$ cat config.mk
export PLATFORM = sky130hd
export DESIGN_NAME = svm_ctrl
export DESIGN_NICKNAME = d
export VERILOG_FILES = /design/src/svm_pkg.sv /design/src/svm_ctrl.sv
export SDC_FILE = /design/constraint.sdc
export NUM_CORES = 1
export LEC_CHECK = 0
export BUFFER_PORTS_ARGS = -buffer_cell sky130_fd_sc_hd__buf_2
export CELL_PAD_IN_SITES_DETAIL_PLACEMENT = 1
export CELL_PAD_IN_SITES_GLOBAL_PLACEMENT = 2
export CORE_AREA = 2 2 39 41
export DETAILED_ROUTE_END_ITERATION = 6
export DIE_AREA = 0 0 41 43
export GPL_ROUTABILITY_DRIVEN = 1
export PLACE_DENSITY = 0.72
export SLEW_MARGIN = 20
export SYNTH_ARGS = -nofsm -noshare
export SYNTH_HDL_FRONTEND = slang
export SYNTH_SLANG_ARGS = --single-unit
$ cat constraint.sdc
create_clock -name clock -period 3.3 [get_ports clock]
set_input_delay 0 -clock clock [delete_from_list [all_inputs] [get_ports clock]]
set_output_delay 0 -clock clock [all_outputs]
set_load 0.02 [all_outputs]
$ cat src/svm_pkg.sv
// Shared types, constants and address helpers for the stack VM execute block.
// No dependencies; every other file in src except svm_ram imports this package.
`default_nettype none
package svm_pkg;

   localparam int MEM_WORDS  = 4096;
   localparam int TEXT_WORDS = 65536;
   localparam int MEM_AW     = $clog2(MEM_WORDS);
   localparam int PC_W       = $clog2(TEXT_WORDS);
   localparam int MEM_BYTES  = 4 * MEM_WORDS;
   localparam int SP_W       = 15;

   localparam logic signed [35:0] MEM_BYTES_S = 36'(MEM_BYTES);

   localparam logic [SP_W-1:0] STACK_TOP_RESET = SP_W'(16384);
   localparam logic [15:0]     ENTRY_PC_RESET  = 16'd0;

   // register map, indexed by paddr[2]
   localparam logic CSR_STACK_TOP = 1'b0;
   localparam logic CSR_ENTRY_PC  = 1'b1;

   // opcodes
   localparam logic [5:0] OP_LEA  = 6'd0;
   localparam logic [5:0] OP_IMM  = 6'd1;
   localparam logic [5:0] OP_JMP  = 6'd2;
   localparam logic [5:0] OP_CALL = 6'd3;
   localparam logic [5:0] OP_JZ   = 6'd4;
   localparam logic [5:0] OP_JNZ  = 6'd5;
   localparam logic [5:0] OP_ENT  = 6'd6;
   localparam logic [5:0] OP_ADJ  = 6'd7;
   localparam logic [5:0] OP_LEV  = 6'd8;
   localparam logic [5:0] OP_LC   = 6'd9;
   localparam logic [5:0] OP_LI   = 6'd10;
   localparam logic [5:0] OP_SC   = 6'd11;
   localparam logic [5:0] OP_SI   = 6'd12;
   localparam logic [5:0] OP_PUSH = 6'd13;
   localparam logic [5:0] OP_OR   = 6'd14;
   localparam logic [5:0] OP_XOR  = 6'd15;
   localparam logic [5:0] OP_AND  = 6'd16;
   localparam logic [5:0] OP_EQ   = 6'd17;
   localparam logic [5:0] OP_NE   = 6'd18;
   localparam logic [5:0] OP_LT   = 6'd19;
   localparam logic [5:0] OP_GT   = 6'd20;
   localparam logic [5:0] OP_LE   = 6'd21;
   localparam logic [5:0] OP_GE   = 6'd22;
   localparam logic [5:0] OP_SHL  = 6'd23;
   localparam logic [5:0] OP_SHR  = 6'd24;
   localparam logic [5:0] OP_ADD  = 6'd25;
   localparam logic [5:0] OP_SUB  = 6'd26;
   localparam logic [5:0] OP_MUL  = 6'd27;
   localparam logic [5:0] OP_DIV  = 6'd28;
   localparam logic [5:0] OP_MOD  = 6'd29;
   localparam logic [5:0] OP_EXIT = 6'd37;

   // result status codes
   localparam logic [2:0] ST_OK    = 3'd0;
   localparam logic [2:0] ST_EXIT  = 3'd1;
   localparam logic [2:0] ST_UNSUP = 3'd2;
   localparam logic [2:0] ST_DIVZ  = 3'd3;
   localparam logic [2:0] ST_RANGE = 3'd4;

   typedef struct packed {
      logic load_item;
      logic rd1;
      logic cap1;
      logic cap2;
      logic div_start;
      logic commit;
   } ctrl_cmd_type;

   typedef struct packed {
      logic is_div;
      logic div_busy;
   } dp_status_type;

   function automatic logic [MEM_AW-1:0] word_idx(input logic [31:0] a);
      return a[MEM_AW+1:2];
   endfunction

   function automatic logic in_mem(input logic signed [35:0] a);
      return (a >= 36'sd0) && (a < MEM_BYTES_S);
   endfunction

   function automatic logic sp_ok(input logic signed [35:0] a);
      return (a >= 36'sd0) && (a <= MEM_BYTES_S);
   endfunction

   function automatic logic [31:0] sext8(input logic [7:0] b);
      return {{24{b[7]}}, b};
   endfunction

endpackage
`default_nettype wire

$ cat src/svm_ctrl.sv
// Sequencer for the stack VM: item accept, memory read phases, divide wait,
// write-back and the result register handshake. Depends on svm_pkg.
`default_nettype none
module svm_ctrl (
   input  wire logic                   clock,
   input  wire logic                   reset,
   input  wire logic                   req_valid,
   output logic                        req_stall,
   output logic                        rsp_valid,
   input  wire logic                   rsp_stall,
   output svm_pkg::ctrl_cmd_type       cmd,
   input  wire svm_pkg::dp_status_type status
);
   import svm_pkg::*;

   localparam logic [2:0] S_IDLE  = 3'd0;
   localparam logic [2:0] S_ISSUE = 3'd1;
   localparam logic [2:0] S_CAP1  = 3'd2;
   localparam logic [2:0] S_CAP2  = 3'd3;
   localparam logic [2:0] S_DIV   = 3'd4;
   localparam logic [2:0] S_WB    = 3'd5;

   logic [2:0] state_ff, state_in;
   logic       rsp_valid_ff, rsp_valid_in;
   logic       accept;
   logic       out_free;

   assign req_stall = (state_ff != S_IDLE);
   assign accept    = req_valid && !req_stall;
   assign out_free  = !rsp_valid_ff || !rsp_stall;

   always_comb begin
      state_in = state_ff;
      cmd      = '0;
      case (state_ff)
         S_IDLE: begin
            cmd.load_item = accept;
            if (accept) state_in = S_ISSUE;
         end
         S_ISSUE: begin
            cmd.rd1  = 1'b1;
            state_in = S_CAP1;
         end
         S_CAP1: begin
            cmd.cap1 = 1'b1;
            state_in = S_CAP2;
         end
         S_CAP2: begin
            cmd.cap2      = 1'b1;
            cmd.div_start = status.is_div;
            state_in      = status.is_div ? S_DIV : S_WB;
         end
         S_DIV: begin
            if (!status.div_busy) state_in = S_WB;
         end
         S_WB: begin
            // hold until the result register is free
            cmd.commit = out_free;
            if (out_free) state_in = S_IDLE;
         end
         default: state_in = S_IDLE;
      endcase
   end

   always_comb begin
      rsp_valid_in = rsp_valid_ff;
      if (cmd.commit) rsp_valid_in = 1'b1;
      else if (rsp_valid_ff && !rsp_stall) rsp_valid_in = 1'b0;
   end

   always_ff @(posedge clock) begin
      if (reset) begin
         state_ff     <= S_IDLE;
         rsp_valid_ff <= 1'b0;
      end else begin
         state_ff     <= state_in;
         rsp_valid_ff <= rsp_valid_in;
      end
   end

   assign rsp_valid = rsp_valid_ff;

   a_accept_issues: assert property (@(posedge clock) disable iff (reset)
      accept |=> state_ff == S_ISSUE)
      else $error("accepted item did not start a read phase");

   a_rsp_from_wb: assert property (@(posedge clock) disable iff (reset)
      $rose(rsp_valid_ff) |-> $past(state_ff) == S_WB)
      else $error("result raised outside write-back");

   a_div_runs: assert property (@(posedge clock) disable iff (reset)
      (state_ff == S_CAP2 && status.is_div) |=> status.div_busy)
      else $error("divider did not start");
endmodule
`default_nettype wire

==> results_dict.tcl, run 1 <==
set metrics [dict create \
    r2r_setup_slack_ns 2.09 \
    drcViolationCount 0 \
    synth_top_family_by_area "simple AND/OR/NAND/NOR gates" \
    max_cap_viol_count 0 \
    yosys-mux-area-fraction_pct 0 \
    pwr-share-comb_pct 28.2 \
    yosys-top-cells-area "dfxtp_1 (32%), a21oi_1 (6.0%), nand3b_1 (6.0%)" \
    drt-pass1-iter-count 3 \
    cts_tree "yes" \
    p_clk_share_pct 35.2 \
    drt.antenna.violating_nets 0 \
    endpoint "cmd[5]" \
    synthAdderAreaFrac_pct 0 \
    p_leak_nw 0.1602 \
    ys_warn_count 0 \
    crit_type "flop to primary output" \
    placed_area_um2 306.5 \
    io_buffers 13 \
    rows 14 \
    fmax_mhz 735.2 \
    grt_max_degree 10 \
    worst_pin_slew_ns 0.2615 \
    start_util_pct 18.08 \
    netlist_instances 30 \
    cts.sinks 4 \
    synthToLayoutAreaGrowth_pct 35.50 \
    power_mw 0.1689 \
    cp_data_arrival_time_ns 1.36 \
    io_pins 14 \
    die_x_um 41 \
    synth-simple-area-share_pct 28.00 \
    power_switching_mw 0.05330 \
    fin_nets 51 \
    layout_commonest_cell "buf_2" \
    relSlewSlack_pct 82.54 \
    fin_area_um2 339.1 \
    fin_crit_ns 1.360 \
    cp-end-kind "primary output" \
    min_period_over_period_pct 41.22 \
    layout_common_cells "buf_2 (13), dfxtp_1 (4), a21oi_1 (3), inv_1 (3), clkbuf_4 (3)" \
    ff2ff_path_depth 3 \
    power.internal_mw 0.1156 \
    power_density_nw_per_um2 498.1 \
    setup_tns_ns 0 \
    synth_xor_area_share_pct 3.500 \
    synth_area_leader_cell "dfxtp_1" \
    synth_fp_nets 36 \
    core_um2 1384 \
    pwr-share-seq_pct 36.6 \
    rsz0062_at_grt "false" \
    drtIter0Drc 3 \
    cts_resized 0 \
    max-clock-path-buffers 2 \
    n_fill_cell 169 \
    cts_made_buffers 3 \
    grt_pass1_wl_um 924 \
    htree_num_levels 1 \
    finalHoldViolCount 0 \
    power.share.switching_pct 31.56 \
    ir_worst_vdd_mv 0.09672 \
    seq_area_frac_synth_pct 32.00 \
    setup_violations 0 \
    antenna_cells 0 \
    synth_seq_cells 4 \
    dp_hpwl_um 429.6 \
    startpoint "state_ff[0]" \
    min_path_type "input port to flop" \
    clock_skew_ns 0.0005263 \
    syn_avg_cell_area_um2 8.341 \
    min_from "status[1]" \
    wl_per_cell_um 9.576 \
    routed_wirelength_um 565 \
    cp_max_fo 9 \
    syn_area_um2 250.2 \
    routabilityCongestion 0.6735 \
    status "finished, final reports clean" \
    drive_gt1_share_pct 44.19 \
    yosys.area.top_type_share_pct 32.00 \
    maxSlewViolCount 0 \
    vias 250 \
    r2r-start "state_ff[0]" \
    yosysUniqueCellTypes 20 \
    synth-compound-area-share_pct 20.50 \
    path_clk_slew_ns 0.04 \
    cp-start-kind "flop" \
    worstReg2RegEnd "state_ff[0]" \
    cp.required_ns 3.30 \
    grt_pass1_vias 227 \
    clk_latency_ns 0.23 \
    cts_root_buf "clkbuf_4" \
    routed_via_density 4.237 \
    overflow 0 \
    grt_usage_pct 8.124 \
    dieArea_um2 1763 \
    fp.dieH_um 43 \
    antenna_found_initial 0 \
]
[worst min path at each step]
| stage | cells past startpoint | to |
|---|---|---|
| after floorplan | 1 | state_ff[0] |
| after global placement | 2 | state_ff[0] |
| after detailed placement | 2 | state_ff[0] |
| after CTS | 3 | state_ff[0] |
| after global routing | 3 | state_ff[0] |
| final | 3 | state_ff[0] |
[kinds of logic after synthesis]
logic type | after synthesis
AO/OA/AOI/OAI | 7
flip-flops | 4
AND/OR/NAND/NOR | 11
XOR/XNOR | 1
buffers and inverters | 7
[worst max-delay path: stages, from the launching register on]
cell     delay [ns]
dfxtp_1        0.37
or3_2          0.51
nor2_1         0.09
buf_2          0.16
[repair_timing]
| item | CTS | global route |
|---|---|---|
| setup buffers | 0 | 0 |
| hold buffers | 1 | 0 |
| endpoints found under the hold margin | 4 | 0 |
[cell usage after synthesis]
cell type / count
or4b_1: 1
o22a_1: 1
or3_2: 1
buf_2: 1
buf_4: 1
nor2_1: 2
nor3b_1: 2
a211o_2: 1
o31a_1: 1
nand2_1: 1
buf_6: 1
a21oi_2: 1
nand3b_1: 2
dfxtp_1: 4
inv_1: 3
xnor2_1: 1
a21oi_1: 3
nor3_1: 1
clkbuf_2: 1
and2_1: 1
[sequential cells by signal (all words and copies together), names as in the netlist]
register,count
state_ff,3
rsp_valid,1
[cell type report]
type | count | area [um^2] | share of cell area, %
Clock buffer | 3 | 22.52 | 6.642
Inverter | 3 | 11.26 | 3.321
Tap cell | 16 | 20.02 | 5.904
Sequential cell | 4 | 80.08 | 23.62
Multi-Input combinational cell | 19 | 130.1 | 38.38
Timing Repair Buffer | 14 | 75.07 | 22.14
[per-stage QoR]
step                      cells  util [%]  worst slack [ns]  hold WS [ns]
final                        59     24.50             1.940       0.08035
after floorplan              30         -             2.016       0.06244
after global placement       55     22.15             2.120        0.2179
after CTS                    59     24.50             1.919       0.07919
after detailed placement     55     22.15             2.089        0.2215
after global routing         59     24.50             1.847       0.09222
[metal layers]
layer	GRT usage (%)	part of all wire, %
met3	4.712	5.3
met1	8.654	42
met5	0	0
met4	6.000	0
met2	11.25	52
[power by group through the flow]
stage | combinational, mW | sequential [mW] | clock (mW)
after floorplan | 0.0438 | 0.0549 | 0
after global placement | 0.0470 | 0.0627 | 0
after detailed placement | 0.0473 | 0.0627 | 0
after CTS | 0.0485 | 0.0619 | 0.0632
after global routing | 0.0518 | 0.0640 | 0.0672
final | 0.0476 | 0.0618 | 0.0595
Power figures use the tool's default switching activity.
==> run 2: changes to the inputs <==
--- a/config.mk
+++ b/config.mk
@@ -8,9 +8,9 @@
 export BUFFER_PORTS_ARGS = -buffer_cell sky130_fd_sc_hd__buf_2
 export CELL_PAD_IN_SITES_DETAIL_PLACEMENT = 1
 export CELL_PAD_IN_SITES_GLOBAL_PLACEMENT = 2
-export CORE_AREA = 2 2 39 41
+export CORE_MARGIN = 2
+export CORE_UTILIZATION = 18
 export DETAILED_ROUTE_END_ITERATION = 6
-export DIE_AREA = 0 0 41 43
 export GPL_ROUTABILITY_DRIVEN = 1
 export PLACE_DENSITY = 0.72
 export SLEW_MARGIN = 20
==> constraint.sdc (replaced) <==
create_clock -name clock -period 1.15 [get_ports clock]
set_input_delay 0 -clock clock [delete_from_list [all_inputs] [get_ports clock]]
set_output_delay 0 -clock clock [all_outputs]
set_load 0.02 [all_outputs]
==> run 2 against run 1 <==
The run now ends with negative setup slack left. Clock power increased to 3.0 times the previous value. Via count increased by 16%. Power increased to 3.4 times the previous value. Worst hold slack got worse by 0.015 ns. Routed wire length increased by 22%. Global-route usage increased by 3.1 points. First-iteration DRC count increased by 100%. Setup slack got worse by 2.0 ns. Cell area increased by 34%.
==> results_dict.tcl, run 2 (synthesis results as in run 1) <==
set metrics [dict create \
    status "finished with violations" \
    violations "negative setup slack" \
    min_path_cells 3 \
    fin_util_pct 34.81 \
    wl_per_cell_um 10.45 \
    synthToLayoutAreaGrowth_pct 81.00 \
    io_pins 14 \
    wirelength_met1_um 298 \
    min_period_over_period_pct 105.4 \
    critPathBufInv 3 \
    maxSlewViolCount 0 \
    max_cap_viol_count 0 \
    cp.required_ns 1.15 \
    met3_length_um 25 \
    cp_data_arrival_time_ns 1.21 \
    cts_made_buffers 3 \
    min_path_type "input port to flop" \
    grt_pass1_wl_mm 1.131 \
    crit_family "flip-flops" \
    min_from "status[1]" \
    worstReg2RegEnd "state_ff[0]" \
    max-clock-path-buffers 2 \
    crit_type "flop to primary output" \
    dieArea_um2 1704 \
    core_um2 1301 \
    cts.sinks 4 \
    crit_path_top_delay_cell "dfxtp_4" \
    finalHoldViolCount 0 \
    fin_area_um2 452.9 \
    grt_max_degree 8 \
    setup_tns_ns -0.1609 \
    fmax_mhz 824.8 \
    setup_violations 4 \
    power_density_nw_per_um2 1285 \
    grt_pass1_vias 289 \
    r2r_setup_slack_ns -0.02 \
    ff2ff_path_depth 5 \
    r2r-start "state_ff[2]" \
    path_clk_slew_ns 0.04 \
    largest_register_ffs 3 \
    io_buffers 13 \
    max_stage_delay_ns 0.35 \
    ir_worst_vdd_mv 0.5038 \
    layout_common_cells "buf_2 (9), buf_4 (7), buf_6 (5)" \
    pwr-share-seq_pct 29.9 \
    power.internal_mw 0.4008 \
    die_x_um 41.29 \
    routed_wirelength_um 690 \
    antenna_cells 0 \
    start_util_pct 19.23 \
    rows 13 \
    cp-end-kind "primary output" \
    crit_path_cell_trace "buf_6, nand3b_1, inv_1, and2_4, buf_6" \
    setup_slack_ns -0.06244 \
    topRoutingLayerUsed "met3" \
    wl_met2_um 366 \
    antenna_found_initial 0 \
    drtIter0Drc 6 \
    dp_hpwl_um 512.4 \
    p_clk_share_pct 30.2 \
    drcViolationCount 0 \
    cp-start-kind "flop" \
    power.share.switching_pct 31.15 \
    drt-pass1-iter-count 3 \
    crit_top_cell "buf_6" \
    overflow 0 \
    fin_crit_ns 1.212 \
    cts_root_buf "clkbuf_4" \
    placed_area_um2 350.3 \
    htree_num_levels 1 \
    min_to "state_ff[0]" \
    clock_skew_ns 0.0003978 \
    drt.antenna.violating_nets 0 \
    grt_usage_pct 11.23 \
    vias 289 \
    layout_commonest_cell "buf_2" \
    relSlewSlack_pct 88.46 \
    drive_gt1_share_pct 64.71 \
    p_leak_nw 0.2100 \
    routabilityCongestion 0.6792 \
    routed_via_density 4.379 \
    worst_pin_slew_ns 0.1727 \
    regMostFlops "state_ff" \
    clk_latency_ns 0.23 \
    rsz0062_at_grt "true" \
    fin_nets 59 \
    fp.dieH_um 41.29 \
    cp_max_fo 6 \
    pwr-share-comb_pct 39.9 \
    power_switching_mw 0.1813 \
    cts_tree "yes" \
]
## run 2: repair_timing
action,CTS,global route
hold buffers,1,0
gates resized for setup,16,1
hold endpoints to repair,4,0
buffers inserted,3,0
setup endpoints to repair,7,7
pin swaps,2,3
## run 2: worst max path at each step
| stage | startpoint | end | slack (ns) | cells after the start |
|---|---|---|---|---|
| final | state_ff[2] | cmd[1] | -0.06 | 5 |
| after global routing | state_ff[2] | cmd[1] | -0.12 | 5 |
| after CTS | state_ff[2] | cmd[1] | -0.06 | 5 |
| after detailed placement | state_ff[2] | state_ff[0] | 0.006 | 3 |
| after global placement | state_ff[2] | state_ff[0] | 0.02 | 3 |
| after floorplan | state_ff[1] | state_ff[0] | -0.02 | 4 |
## run 2: layout make-up
cell class / instances / area, um^2
clock buffer: 3 / 22.52
fill: 168 / 848.3
inverter: 3 / 11.26
multi-input combinational: 19 / 147.6
sequential: 4 / 88.84
tap: 15 / 18.77
timing repair buffer: 22 / 163.9
## run 2: metrics by stage
stage / power, mW / setup slack (ns) / cells / hold slack, ns
floorplan: 0.3001 / -0.02196 / 30 / 0.06244
global placement: 0.3498 / 0.01972 / 59 / 0.2192
detailed placement: 0.3535 / 0.006448 / 59 / 0.2151
CTS: 0.5888 / -0.06324 / 66 / 0.08561
global route: 0.6201 / -0.1217 / 66 / 0.07595
finish: 0.5821 / -0.06244 / 66 / 0.06529
## run 2: metal layers
layer / GRT usage [%] / vias to the layer above
met4: 9.677 / 0
met3: 4.891 / 0
li1: - / 145
met1: 11.25 / 138
met5: 0 / -
met2: 17.58 / 6
## run 2: power by group through the flow
stage / Clock, mW / Sequential [mW] / Combinational, mW
4_1_cts: 0.186 / 0.173 / 0.230
5_1_grt: 0.194 / 0.177 / 0.249
3_3_place_gp: 0 / 0.171 / 0.179
3_5_place_dp: 0 / 0.172 / 0.182
6_report: 0.176 / 0.174 / 0.232
2_1_floorplan: 0 / 0.159 / 0.141
## run 2: worst reg2reg max path: cells and delay by family, from the launching register on
| kind | cells | cell delay, ns |
|---|---|---|
| AO/OA/AOI/OAI | 2 | 0.28 |
| buffers and inverters | 2 | 0.27 |
| flip-flops | 1 | 0.35 |
| AND/OR/NAND/NOR | 1 | 0.18 |
==> run 3: changes to the inputs <==
--- a/config.mk
+++ b/config.mk
@@ -5,14 +5,16 @@
 export SDC_FILE = /design/constraint.sdc
 export NUM_CORES = 1
 export LEC_CHECK = 0
+export ABC_AREA = 1
 export BUFFER_PORTS_ARGS = -buffer_cell sky130_fd_sc_hd__buf_2
 export CELL_PAD_IN_SITES_DETAIL_PLACEMENT = 1
 export CELL_PAD_IN_SITES_GLOBAL_PLACEMENT = 2
+export CORE_ASPECT_RATIO = 1.1
 export CORE_MARGIN = 2
-export CORE_UTILIZATION = 18
+export CORE_UTILIZATION = 16
 export DETAILED_ROUTE_END_ITERATION = 6
 export GPL_ROUTABILITY_DRIVEN = 1
-export PLACE_DENSITY = 0.72
+export PLACE_DENSITY = 0.71
 export SLEW_MARGIN = 20
 export SYNTH_ARGS = -nofsm -noshare
 export SYNTH_HDL_FRONTEND = slang
==> run 3 against run 2 <==
The flow now finishes without violations. Cell area decreased by 14%. Die area is 10% higher. Setup slack improved by 0.15 ns. Sequential power rose by 11%. Largest power group unchanged. Routed wire length is 9.1% lower. Critical path type unchanged. Utilization fell by 7.0 points.
==> results_dict.tcl, run 3 <==
set metrics [dict create \
    status "finished, final reports clean" \
    die_x_um 41.52 \
    maxSlewViolCount 0 \
    p_clk_share_pct 27.9 \
    seq_area_um2 85.08 \
    grt_pass1_vias 269 \
    dp_slack_ns 0.06659 \
    pwr-share-comb_pct 40.0 \
    fin_crit_ns 1.060 \
    cp-end-kind "primary output" \
    layout_commonest_cell "buf_2" \
    power_density_nw_per_um2 1551 \
    n_fill_cell 190 \
    async_flop_share_pct 0 \
    rows 14 \
    io_buffers 13 \
    netlist_instances 39 \
    ys_warn_count 0 \
    syn_area_um2 247.7 \
    max_cap_viol_count 0 \
    regMostFlops "state_ff" \
    min_path_type "input port to flop" \
    synth_flop_cell "dfxtp_1" \
    clock_skew_ns 0.0009868 \
    core_um2 1401 \
    yosys-top-cells-area "dfxtp_1 (32%), nor2_1 (11%), inv_1 (9.1%)" \
    power_mw 0.6056 \
    routabilityCongestion 0.6389 \
    synth_fp_nets 45 \
    drive_gt1_share_pct 50.00 \
    relSlewSlack_pct 88.90 \
    synthToLayoutAreaGrowth_pct 57.58 \
    fin_nets 64 \
    synth_common_cells "nor2_1 (7), inv_1 (6), nand2_1 (6)" \
    power.internal_mw 0.3731 \
    cp.required_ns 1.15 \
    synth_area_leader_cell "dfxtp_1" \
    power.share.switching_pct 38.39 \
    io_pins 14 \
    cts_made_buffers 3 \
    setup_slack_ns 0.08981 \
    setup_violations 0 \
    crit_type "flop to primary output" \
    max-clock-path-buffers 2 \
    start_util_pct 17.68 \
    path_clk_slew_ns 0.04 \
    drtIter0Drc 0 \
    cts_tree "yes" \
    whs_ns 0.04304 \
    power_switching_mw 0.2325 \
    layout_common_cells "buf_2 (11), nor2_1 (6), nand2_1 (5), inv_1 (5)" \
    multi_input_area_um2 148.9 \
    setup_tns_ns 0 \
    pwr-share-seq_pct 32.1 \
    grt_usage_pct 7.830 \
    grt_max_degree 7 \
    vias 299 \
    antenna_found_initial 0 \
    post-cts-setup-buffer-count 0 \
    routed_via_density 4.153 \
    largest_register_ffs 3 \
    cp_data_arrival_time_ns 1.06 \
    ir_worst_vdd_mv 0.5538 \
    clk_latency_ns 0.23 \
    r2r-start "state_ff[0]" \
    grt_pass1_wl_mm 1.076 \
    drcViolationCount 0 \
    routed_wirelength_um 627 \
    synth_seq_cells 4 \
    yosysUniqueCellTypes 12 \
    dieArea_um2 1879 \
    r2r_setup_slack_ns 0.15 \
    worstReg2RegEnd "state_ff[0]" \
    fp.dieH_um 45.27 \
    dp_hpwl_um 544.5 \
    wl_per_cell_um 8.708 \
    htree_num_levels 1 \
    overflow 0 \
    antenna_cells 0 \
    endpoint "cmd[4]" \
    ff2ff_path_depth 7 \
    synth_edf_count 0 \
    cts.sinks 4 \
    yosys.area.top_type_share_pct 32.32 \
    seq_area_frac_synth_pct 32.32 \
    cp_max_fo 5 \
    synth.most_common_cell "nor2_1" \
    syn_avg_cell_area_um2 6.352 \
    cp-start-kind "flop" \
    cts_root_buf "clkbuf_4" \
    fin_cells 72 \
    drt.antenna.violating_nets 0 \
    p_leak_nw 0.2208 \
    fmax_mhz 943.2 \
    drt-pass1-iter-count 1 \
    min_period_over_period_pct 92.19 \
    dp_cells 68 \
    worst_pin_slew_ns 0.1655 \
    finalHoldViolCount 0 \
    startpoint "state_ff[2]" \
]
## run 3: cell type report
type	instances	share of cell area [%]
Sequential cell	4	21.79
Inverter	7	6.731
Tap cell	16	5.128
Clock buffer	3	5.769
Multi-Input combinational cell	27	38.14
Timing Repair Buffer	15	22.44
## run 3: worst min-delay path by stage
| stage | end | slack, ns | cells past startpoint | startpoint |
|---|---|---|---|---|
| 2_1_floorplan | rsp_valid | 0.07 | 1 | reset |
| 3_3_place_gp | rsp_valid | 0.20 | 2 | reset |
| 3_5_place_dp | rsp_valid | 0.20 | 2 | reset |
| 4_1_cts | rsp_valid | 0.04 | 3 | rsp_stall |
| 5_1_grt | rsp_valid | 0.08 | 3 | rsp_stall |
| 6_report | rsp_valid | 0.04 | 3 | rsp_stall |
## run 3: what timing repair did
| item | CTS | global route |
|---|---|---|
| endpoints found under the hold margin | 2 | 0 |
| setup endpoints to repair | 2 | 5 |
| hold buffers | 1 | 0 |
| gates resized for setup | 2 | 7 |
## run 3: logic make-up after synthesis
group	after synthesis	synth area share (%)
AO/OA/AOI/OAI	5	11.11
AND/OR/NAND/NOR	22	42.93
flip-flops	4	32.32
buffers and inverters	8	13.64
## run 3: layer usage
metal	GRT usage [%]	vias up	part of all wire [%]	wire length (um)
li1	-	158	-	-
met1	9.157	130	46	287
met2	12.19	9	46	286
met3	1.200	2	7.0	44
met4	7.742	0	1.3	8
met5	0	-	0	0
## run 3: power by group through the flow
| stage | sequential (mW) | combinational [mW] | clock, mW |
|---|---|---|---|
| 2_1_floorplan | 0.184 | 0.160 | 0 |
| 3_3_place_gp | 0.185 | 0.228 | 0 |
| 3_5_place_dp | 0.186 | 0.235 | 0 |
| 4_1_cts | 0.190 | 0.242 | 0.178 |
| 5_1_grt | 0.199 | 0.272 | 0.182 |
| 6_report | 0.194 | 0.242 | 0.169 |
## run 3: critical path, stage by stage, from the launching register on
cell and delay [ns]:
dfxtp_1 0.31, buf_4 0.15, nor3_2 0.18, buf_2 0.19
## run 3: metrics by stage
stage | cell area [um^2] | utilization, %
global placement | 337.8 | 24.11
global route | 390.4 | 27.86
detailed placement | 337.8 | 24.11
floorplan | 252.7 | -
finish | 390.4 | 27.86
CTS | 376.6 | 26.88
